`config.mk`:
```
export PLATFORM = sky130hd
export DESIGN_NAME = uid_run_range_encoder
export DESIGN_NICKNAME = d
export VERILOG_FILES = /design/src/rtl/urr_pkg.sv /design/src/rtl/urr_core.sv /design/src/rtl/urr_outq.sv /design/src/rtl/uid_run_range_encoder.sv
export SDC_FILE = /design/constraint.sdc
export NUM_CORES = 1
export LEC_CHECK = 0
export BUFFER_PORTS_ARGS = -buffer_cell sky130_fd_sc_hd__buf_2
export CAP_MARGIN = 10
export CORE_UTILIZATION = 48
export DETAILED_ROUTE_END_ITERATION = 10
export PLACE_DENSITY = 0.7
export SETUP_SLACK_MARGIN = 0.3
export SLEW_MARGIN = 25
export SYNTH_ARGS = -nofsm -noshare
export SYNTH_HDL_FRONTEND = slang
export SYNTH_SLANG_ARGS = --single-unit
export TNS_END_PERCENT = 5
```
`constraint.sdc`:
```
create_clock -name clk -period 9.39 [get_ports clk]
set_input_delay 1.4085 -clock clk [delete_from_list [all_inputs] [get_ports clk]]
set_output_delay 1.4085 -clock clk [all_outputs]
set_load 0.02 [all_outputs]
```
`src/rtl/urr_pkg.sv`:
```
// Shared types for the identifier run range encoder.
// Word layouts of both channels and the push bundle from core to queue.
// No dependencies.
package urr_pkg;

    typedef struct packed {
        logic [31:0] ident;
        logic        list_end;
    } id_word_t;

    typedef struct packed {
        logic [31:0] run_first;
        logic [31:0] run_final;
        logic        is_span;
        logic        list_done;
    } run_word_t;

    // Up to two result words per accepted identifier, packed to the front:
    // w1 is valid only when w0 is.
    typedef struct packed {
        logic      v0;
        logic      v1;
        run_word_t w0;
        run_word_t w1;
    } push_t;

endpackage

```
`src/rtl/urr_core.sv`:
```
// Run tracking state and result formation for the run range encoder.
// Depends on urr_pkg.
module urr_core
    import urr_pkg::*;
(
    input  logic     clk,
    input  logic     rst_n,
    input  logic     take,
    input  id_word_t word,
    output push_t    push
);

    typedef enum logic [1:0] {
        MODE_IDLE   = 2'd0,
        MODE_SINGLE = 2'd1,
        MODE_RANGE  = 2'd2
    } mode_t;

    mode_t       mode_reg, mode_next;
    logic [31:0] prev_reg, prev_next;
    logic [31:0] first_reg, first_next;
    logic [31:0] final_reg, final_next;

    logic        follows;
    logic        close_old;
    run_word_t   old_run;
    run_word_t   new_run;

    always_comb
    begin
        follows = (mode_reg != MODE_IDLE) && (word.ident != 32'd0) &&
                  (prev_reg != 32'd0) && (word.ident == prev_reg + 32'd1);
        close_old = (mode_reg != MODE_IDLE) && !follows;

        old_run.run_first = first_reg;
        old_run.run_final = final_reg;
        old_run.is_span   = (mode_reg == MODE_RANGE);
        old_run.list_done = 1'b0;

        if (follows)
        begin
            mode_next  = MODE_RANGE;
            first_next = first_reg;
        end
        else
        begin
            mode_next  = MODE_SINGLE;
            first_next = word.ident;
        end
        final_next = word.ident;
        prev_next  = word.ident;

        new_run.run_first = first_next;
        new_run.run_final = final_next;
        new_run.is_span   = (mode_next == MODE_RANGE);
        new_run.list_done = 1'b1;

        // flush on list end and drop back to idle
        if (word.list_end)
        begin
            mode_next  = MODE_IDLE;
            prev_next  = 32'd0;
            first_next = 32'd0;
            final_next = 32'd0;
        end

        push.v0 = take && (close_old || word.list_end);
        push.v1 = take && close_old && word.list_end;
        push.w0 = close_old ? old_run : new_run;
        push.w1 = new_run;
    end

    always_ff @(posedge clk or negedge rst_n)
    begin
        if (!rst_n)
        begin
            mode_reg  <= MODE_IDLE;
            prev_reg  <= 32'd0;
            first_reg <= 32'd0;
            final_reg <= 32'd0;
        end
        else if (take)
        begin
            mode_reg  <= mode_next;
            prev_reg  <= prev_next;
            first_reg <= first_next;
            final_reg <= final_next;
        end
    end

endmodule

```
`src/rtl/urr_outq.sv`:
```
// Four-entry result queue for the run range encoder, two writes, one read.
// Depends on urr_pkg.
module urr_outq
    import urr_pkg::*;
(
    input  logic      clk,
    input  logic      rst_n,
    input  push_t     push,
    output logic      room,
    output logic      run_valid,
    input  logic      run_ready,
    output run_word_t run_word
);

    run_word_t   mem [4];
    logic [1:0]  wr_ptr_reg, wr_ptr_next;
    logic [1:0]  rd_ptr_reg, rd_ptr_next;
    logic [2:0]  count_reg, count_next;
    logic        pop;
    logic [1:0]  n_push;

    always_comb
    begin
        pop         = run_valid && run_ready;
        n_push      = {1'b0, push.v0} + {1'b0, push.v1};
        wr_ptr_next = wr_ptr_reg + n_push;
        rd_ptr_next = rd_ptr_reg + {1'b0, pop};
        count_next  = count_reg + {1'b0, n_push} - {2'b00, pop};
    end

    assign room      = (count_reg < 3'd3);
    assign run_valid = (count_reg != 3'd0);
    assign run_word  = mem[rd_ptr_reg];

    always_ff @(posedge clk)
    begin
        if (push.v0)
        begin
            mem[wr_ptr_reg] <= push.w0;
        end
        if (push.v1)
        begin
            mem[wr_ptr_reg + 2'd1] <= push.w1;
        end
    end

    always_ff @(posedge clk or negedge rst_n)
    begin
        if (!rst_n)
        begin
            wr_ptr_reg <= 2'd0;
            rd_ptr_reg <= 2'd0;
            count_reg  <= 3'd0;
        end
        else
        begin
            wr_ptr_reg <= wr_ptr_next;
            rd_ptr_reg <= rd_ptr_next;
            count_reg  <= count_next;
        end
    end

endmodule

```
`src/rtl/uid_run_range_encoder.sv`:
```
// Identifier run range encoder: top level, joins run tracker and result queue.
// A result word enters the four-entry queue as its closing identifier is taken.
// Throughput: one identifier per cycle while the queue has room; a list-end
// word closing a run yields two result words, drained one per cycle on run_ready.
// Reset: rst_n clears run state and queue pointers; the block starts idle.
// Depends on urr_pkg, urr_core and urr_outq.
module uid_run_range_encoder
    import urr_pkg::*;
(
    input  logic      clk,
    input  logic      rst_n,
    input  logic      id_valid,
    output logic      id_ready,
    input  id_word_t  id_word,
    output logic      run_valid,
    input  logic      run_ready,
    output run_word_t run_word
);

    logic  take;
    push_t push;
    logic  room;

    // Accept whenever the queue holds at most two words, so both results of a
    // list-end word always fit; readiness never looks at run_ready.
    assign id_ready = room;
    assign take     = id_valid && id_ready;

    // Track the open run and form zero, one or two result words per identifier.
    urr_core u_core (
        .clk   (clk),
        .rst_n (rst_n),
        .take  (take),
        .word  (id_word),
        .push  (push)
    );

    // Hold result words until the consumer takes them.
    urr_outq u_outq (
        .clk       (clk),
        .rst_n     (rst_n),
        .push      (push),
        .room      (room),
        .run_valid (run_valid),
        .run_ready (run_ready),
        .run_word  (run_word)
    );

endmodule

```
After elaboration in Yosys (flattened, before gate mapping)

Memories as Yosys holds them, arrays and structs flattened.
Index checks and enable logic that the tools add are counted.

Reductions and logical operators: 15
Equality and inequality tests: 3
$add $sub $neg: 7
$lt $le $gt $ge: 1
Mux-type cells: 10

Operator list:

| cell                                                                  | number |
|---|---|
| 32-bit two-way mux                                                    | 3 |
| 66-bit two-way mux                                                    | 1 |
| 32-bit nonzero test                                                   | 2 |
| 32-bit by 1-bit adder with 32-bit output (second input constant)      | 1 |
| 32-bit == test                                                        | 1 |
| 1-bit logical AND                                                     | 9 |
| 2-bit == test (second input constant)                                 | 2 |
| 1-bit two-way mux                                                     | 4 |
| 2-bit two-way mux                                                     | 2 |
| 3-bit by 2-bit adder with 3-bit output                                | 1 |
| 3-bit by 2-bit < comparator with 1-bit output (second input constant) | 1 |
| 3-bit nonzero test                                                    | 1 |
| 3-bit by 1-bit subtractor with 3-bit output                           | 1 |
| 1-bit by 1-bit adder with 2-bit output                                | 1 |
| 2-bit by 1-bit adder with 2-bit output                                | 1 |
| 2-bit by 1-bit adder with 2-bit output (second input constant)        | 1 |
| 2-bit adder                                                           | 1 |
| 2-bit nonzero test                                                    | 1 |
| 1-bit zero test                                                       | 1 |
| 1-bit logical OR                                                      | 1 |

Logic and storage cells: 43
RAM bits: 264
Flip-flop bits (word level): 73
Memories kept: 1
Output and inout port bits: 68

Memory list:

| memory     | words | width | rd ports | clocked after memory_dff | write ports | RTL line       | RTL |
|---|---|---|---|---|---|---|---|
| u_outq.mem | 4     | 66    | 1        | 0                        | 2           | urr_outq.sv:15 | `run_word_t mem [4];` |

Longest topological paths before layout

Gate-level depths: netlist (run 1).

Word-level depth: 11
Mapped depth: 20
Gate-level depth less buffers: 17

By module

A second synthesis (run 1) with hierarchy kept.

Cells, all modules: 1352
Area total of the unflattened synthesis: 19054.5 sq um

Modules (own cells, without submodules):

| module                | times used | cells each | seq. area each (sq um) | area each (sq um) |
|---|---|---|---|---|
| urr_outq              | 1          | 676        | 8102.8                 | 13163.9 |
| urr_core              | 1          | 675        | 1651.6                 | 5884.4 |
| uid_run_range_encoder | 1          | 1          | 0.0                    | 6.3 |

Worst setup path after synthesis (run 1)

No wires, ideal clock.

Path type: input -> register
From: in id_word[26] (netlist bit)
To: mem u_outq.mem[0][10] (netlist bit), enable pin
Data arrival time: 6.240 ns
Stages: 10
Setup time: 0.510 ns
Setup slack: 2.641 ns
Cell sequence: xor3_1 -> o22ai_1 -> and3_1 -> o21a_1 -> mux2i_1 -> nor2_1 -> a31oi_1 -> clkbuf_1 -> nor2_1 -> a21oi_1

RTL lines:

| what               | RTL line                    | RTL |
|---|---|---|
| start: declaration | uid_run_range_encoder.sv:14 | `input id_word_t id_word,` |
| end: declaration   | urr_outq.sv:15              |  |

==> metrics.txt, run 1 <==
initial antenna violation count 0; fillcell total just under 3000; worst-margin pin slew 1125 ps; Worst Setup Slack post-DPL 3859 ps; max-cap viol count 0; Syn Nets between 1000 and 1500; CTS root buf clkbuf_16; core area 35660 µm²; Critical path origin u_core.prev_reg[0]; Site Rows 69; Total Neg Setup Slack 0 ps; Peak supply drop 0.2038 mV; Non-Filler Instances 1793; unrepaired setup endpoints after global routing false; Area Growth Syn to Fin 11.46%; Reg clk slew, reported paths 60 ps; hold crit path type reg2reg; pwr dens 301.3 nW/µm²; drt initial violations 1394; sequential share of the synthesized area 0.5571; critical path arrival roughly 5800 ps; hold buffers post-CTS 0; max-slew violations 0; Final Util 0.5451; largest net degree at the start of global routing 74; Max Freq ~180 MHz; cell area after synthesis approximately 17000 µm²; hold depth 2; Synth Instances 1293; TritonCTS clock tree yes; Max FO, Critical Path 38; reg2reg start u_core.prev_reg[0]; worst r2r path cells 11; Multi-input gate area 7088 µm²; hold path start u_outq.mem[2][0]; min Tclk post-route 5612 ps; syn_area_per_cell 13.49 µm²; fin crit share 0.5976; HPWL after DPL around 30 mm; asr flop ratio synth 0.2166; crit path kind reg2reg; max reg flops 264; share of layout cells above drive strength 1 0.2132; Yosys reg bits 337; Initial Util 0.4890; clock latency on the worst-skew pair 520 ps; GPL Wtd Cong 0.9623; port bufs 104; Req. time, crit path 9520 ps; die width around 190 µm; Total GRT Usage 0.2794; final worst slack 3778 ps; Via density 6.963; Worst Skew 22.28 ps; Main synth FF type edfxtp_1; Storage cell area around 9700 µm²; vias 12480; DIE AREA 37090 µm²; Hold Slack 462.3 ps; number of synthesized flops with an enable pin 260; I/O pin total 105; setup bufs post-CTS 0; Synth cell types 73; Worst setup EP type flip-flop; CTS HTree Levels 2; Avg WL per Cell between 20 and 30 µm; number of diodes 0; DRT Wirelength 51.08 mm; Worst slew margin 0.2493; Inst Count DP around 1700; CTS sink cnt 337; drt first pass iters 11; ANT nets after route 0; status finished, violations left; clk buf depth 3; failing checks DRC; post-CTS sizing 0; final hold vios 0; Yosys warning total 0; gr ovfl total 0; global-route wire length before repair between 70 and 80 mm; P_leak 7.477 nW; # DRC 12; Critical Path Start Type flip-flop; fin nets roughly 1400; vias in the first global route 12320; # setup viols final 0; die height slightly below 200 µm; total CTS buffers 37
==> layout by cell type (no fill, tap or decap), drive strengths merged, types with 5 or more instances in the layout <==
cell type  instances
a21o              40
a21oi             13
a221o             32
a22o             247
a31oi              5
a32o               5
and2               7
and3              68
and4               7
buf              133
clkbuf            53
clkinv            10
dfrtp             73
edfxtp           260
ha                 8
inv               16
mux4              66
nand2             25
nand3             26
nand4             17
nor2              31
nor2b              8
nor3              18
nor3b              7
nor4              28
o21a               7
o21ai             12
or3                6
xnor2             21
xor2              19
==> Yosys cell counts (13+ instances only) <==
cell type / n / area (µm²)
nor4_1: 24 / 150.1
nor2_1: 31 / 116.4
a21oi_1: 13 / 65.06
nand4_1: 16 / 100.1
mux4_2: 66 / 1486
nand3_1: 26 / 130.1
and3_1: 68 / 425.4
a221o_1: 32 / 320.3
dfrtp_1: 73 / 1827
edfxtp_1: 260 / 7807
inv_1: 16 / 60.06
a22o_1: 247 / 2163
buf_1: 14 / 52.55
clkbuf_1: 94 / 352.8
nand2_1: 25 / 93.84
buf_2: 43 / 215.2
xor2_1: 19 / 166.4
nor3_1: 17 / 85.08
xnor2_1: 21 / 183.9
a21o_1: 40 / 300.3
==> routing by layer <==
metal,global-route usage,part of all wire,vias to the layer above
met5,0,0,-
met4,0.1015,0.032,0
met3,0.04546,0.084,111
met2,0.4344,0.47,715
met1,0.3957,0.42,6381
li1,-,-,5277
==> worst max-delay path: stages (launching register included) <==
cell,delay (ps)
dfrtp_1,610
ha_1,480
nand4_1,290
nor2_1,640
nand2_1,140
xnor2_1,220
mux2i_1,350
or3b_1,190
and3b_2,420
o21ai_1,420
a21o_2,780
buf_4,670
==> kinds of logic after synthesis <==
family	Yosys count	synth area share
buffers and inverters	177	0.04334
adder cells (fa/ha/maj)	9	0.006889
AO/OA/AOI/OAI	395	0.1919
XOR/XNOR	42	0.02282
multiplexers	70	0.08797
flip-flops	337	0.5571
AND/OR/NAND/NOR	263	0.08998
==> path summary, 6_finish.rpt <==
kind	endpoint	slack, ps
max reg2reg	u_outq.mem[1][31]	3780
min	u_outq.mem[2][0]	460
max	u_outq.mem[1][31]	3780
max in group asynchronous	u_outq.rd_ptr_reg[0]	7900
min in group asynchronous	u_core.prev_reg[6]	930
min reg2reg	u_outq.mem[2][0]	460
==> through the flow <==
step           cell area (µm²)  total power [W]
2_1_floorplan            17440         0.003704
3_3_place_gp             18130         0.004346
3_5_place_dp             18200         0.004392
4_1_cts                  19420         0.005852
5_1_grt                  19430         0.006090
6_report                 19430         0.005855
==> where the power goes <==
group / internal (W) / switching, W
logic: 0.000820 / 0.00116
registers: 0.00195 / 0.000456
clock network: 0.000887 / 0.000581
==> cell type report <==
type,instances,share of cell area
Sequential cell,337,0.5001
Timing Repair Buffer,133,0.03953
Inverter,16,0.003090
Multi-Input combinational cell,779,0.3647
Tap cell,461,0.02968
Clock inverter,14,0.009013
Clock buffer,53,0.05389
(Power assumes the default switching activity.)
==> run 2: changes to the inputs <==
--- a/config.mk
+++ b/config.mk
@@ -5,11 +5,12 @@
 export SDC_FILE = /design/constraint.sdc
 export NUM_CORES = 1
 export LEC_CHECK = 0
+export ABC_AREA = 1
 export BUFFER_PORTS_ARGS = -buffer_cell sky130_fd_sc_hd__buf_2
 export CAP_MARGIN = 10
 export CORE_UTILIZATION = 48
 export DETAILED_ROUTE_END_ITERATION = 10
-export PLACE_DENSITY = 0.7
+export PLACE_DENSITY = 0.73
 export SETUP_SLACK_MARGIN = 0.3
 export SLEW_MARGIN = 25
 export SYNTH_ARGS = -nofsm -noshare
==> constraint.sdc (replaced) <==
create_clock -name clk -period 4.8 [get_ports clk]
set_input_delay 0.72 -clock clk [delete_from_list [all_inputs] [get_ports clk]]
set_output_delay 0.72 -clock clk [all_outputs]
set_load 0.02 [all_outputs]
==> run 2 against run 1 <==
Net effect:
- the run now ends clean
- wire length is 16% higher
- area after synthesis is 5.3% higher
- total power is 110% higher
- sequential power is 83% higher
- global-route usage is 2.6 points higher
- clock power is 95% higher
- count of clock-buffer cells in the layout stayed put
- cell count is 57% higher
- worst hold slack worse by 250 ps
- critical endpoint is now u_outq.mem[2][57]
- largest power group is now combinational cells
==> metrics.txt, run 2 <==
setup bufs post-CTS 0 (unchanged); Via density 5.926 (-15%); Worst setup EP type flip-flop; sequential share of the synthesized area 0.5291 (-0.02802); Total Neg Setup Slack 0 ps (unchanged); Reg clk slew, reported paths 60 ps (about the same); total power 0.01250 W (+110%); vias 16670 (+34%); CTS root buf clkbuf_16; max-slew violations 0 (unchanged); Yosys warning total 0 (unchanged); final worst slack 833.7 ps (-2945 ps); max reg flops 264 (unchanged); Synth Instances 2232 (+73%); CTS sink cnt 337 (unchanged); TritonCTS clock tree yes; Worst Setup Slack post-DPL 812.5 ps (-3046 ps); drt initial violations 1870 (+34%); cell area after synthesis 18360 µm² (+5.3%); clk buf depth 3 (unchanged); number of synthesized flops with an enable pin 260 (unchanged); hold crit path type in2async; I/O pin total 105 (unchanged); Yosys reg bits 337 (unchanged); Peak supply drop 0.4149 mV (+100%); post-CTS sizing 0 (unchanged); crit path kind reg2reg; initial antenna violation count 3 (+3); pwr dens 612.7 nW/µm² (+100%); Syn Nets 2278 (+70%); status complete, no violations; top-count cell post-synth nand2_1; number of diodes 0 (unchanged); DIE AREA 39040 µm² (+5.2%); CTS HTree Levels 2 (unchanged); GR peak layer met2; Total GRT Usage 0.3051 (+0.02568); Req. time, crit path 5210 ps (-4310 ps); DRT Wirelength 59.13 mm (+16%); Main synth FF type edfxtp_1; P_leak 8.446 nW (+13%); core area 37670 µm² (+5.6%); Worst Skew 11.51 ps (-10.77 ps); critical path arrival 4370 ps (-1380 ps); final hold vios 0 (unchanged); largest net degree at the start of global routing 102 (+38%); GR met1 Demand/Resource 0.4150 (+0.01924); asr flop ratio synth 0.2166 (unchanged); # setup viols final 0 (unchanged); met3 Usage GRT 0.05412 (+0.008660); gr ovfl total 0 (unchanged); Avg WL per Cell 21.02 µm (-26%); Synth cell types 39 (-47%); Post-synth top cells 691 x nand2_1, 260 x edfxtp_1, 242 x nor2_1; hold buffers post-CTS 0 (unchanged); Initial Util 0.4874 (-0.001590); Synth top area share 0.4252 (-0.02252); global-route met2 utilization 0.4797 (+0.04527); total CTS buffers 37 (unchanged); drt first pass iters 8 (-3); max-cap viol count 0 (unchanged); die width 197.6 µm (+2.6%); share of layout cells above drive strength 1 0.1156 (-0.09766); port bufs 104 (unchanged); global-route wire length before repair 90.67 mm (+18%); Worst slew margin 0.3326 (+0.08325); min Tclk post-route 3966 ps (-1645 ps); unrepaired setup endpoints after global routing false; syn_area_per_cell 8.226 µm² (-39%); most frequent cells in the layout 687 x nand2_1, 260 x edfxtp_1, 240 x nor2_1; vias in the first global route 16140 (+31%); Critical Path Start Type flip-flop; Max Freq 252.1 MHz (+41%); ANT nets after route 0 (unchanged); worst-margin pin slew 999.7 ps (-125.1 ps); Area Growth Syn to Fin 11.13%; largest cells by area after synthesis edfxtp_1 43%, nand2_1 14%, dfrtp_1 9.9%; fin crit share 0.8263 (+0.2287); Max FO, Critical Path 32 (-16%); Final Util 0.5417 (-0.003386); fin nets 2319 (+72%); # DRC 0 (-12); die height 197.6 µm (+2.6%); cell taking the most area after synthesis edfxtp_1; GPL Wtd Cong 0.9908 (+3.0%); Site Rows 71 (+2.9%); clock latency on the worst-skew pair 540 ps (+20 ps); commonest non-fill, non-tap cell in the layout nand2_1; HPWL after DPL 37.62 mm (+23%)
## run 2: changes by cell type in the layout (fill, tap and decap cells not counted), moves of 90 or more
cell	delta
nor2_1	+214
o21ai_0	+184
nand2_1	+663
inv_1	+116
nand3_1	+121
o22ai_1	+90
a22o_1	-247
o21ai_1	+113
## run 2: critical path: stages (launching register included)
cell and delay [ps]:
dfrtp_1 490, nand2_1 160, nor2_2 230, nand2_2 150, nor2_4 240, nand2_1 170, nor2_1 120, nand2_1 50
nand2_1 80, inv_2 40, nand3_1 110, nor2_4 60, nand3_4 140, nand2_4 90, nand2_2 140, nand3_2 380
inv_2 890, nand2_1 150, nand2_1 110
## run 2: logic make-up after synthesis
group	count (synthesis)	share of synthesized area
and+or+nand+nor	1140	0.2548
xor gates and xnor gates	27	0.01363
AOI/OAI and AO/OA	438	0.1325
adders and majority gates	9	0.006542
buffers and inverters	281	0.06345
DFF	337	0.5291
## run 2: final timing paths
| check | startpoint | endpoint | slack [ps] | cells past startpoint |
|---|---|---|---|---|
| min in group clk | u_outq.mem[2][0] | u_outq.mem[2][0] | 470 | 2 |
| worst min-delay path | rst_n | u_core.first_reg[26] | 210 | 1 |
| max in group asynchronous | rst_n | u_outq.rd_ptr_reg[0] | 3960 | 1 |
| worst min register to register | u_outq.mem[2][0] | u_outq.mem[2][0] | 470 | 2 |
| worst max-delay path | u_core.prev_reg[4] | u_outq.mem[2][57] | 830 | 18 |
| worst max register to register | u_core.prev_reg[4] | u_outq.mem[2][57] | 830 | 18 |
## run 2: area by class of cell
| cell class | instances | area [µm²] |
|---|---|---|
| multi-input combinational | 1614 | 7501 |
| timing repair buffer | 137 | 787.0 |
| fill | 3437 | 17260 |
| clock inverter | 15 | 158.9 |
| sequential | 337 | 9719 |
| tap | 511 | 639.4 |
| inverter | 146 | 549.3 |
| clock buffer | 53 | 1049 |
## run 2: where the power goes
group / total, W / switching (W) / internal, W / leakage (nW)
registers: 0.00440 / 0.000560 / 0.00384 / 3.33
clock network: 0.00287 / 0.00118 / 0.00169 / 0.595
logic: 0.00522 / 0.00378 / 0.00145 / 4.52
total: 0.0125 / 0.00552 / 0.00698 / 8.45
## run 2: per-stage QoR
step / hold slack (ps) / std cells / instance area, µm²
finish: 208.0 / 2813 / 20400
global route: 268.3 / 2813 / 20400
CTS: 393.9 / 2813 / 20400
detailed placement: 449.1 / 2745 / 19190
global placement: 436.2 / 2745 / 19190
floorplan: 423.6 / 2232 / 18360
## run 2: routing by layer
layer / share of wire / wire length, µm
met5: 0.00039 / 23
met4: 0.039 / 2333
met2: 0.46 / 26920
met3: 0.10 / 6103
met1: 0.40 / 23750
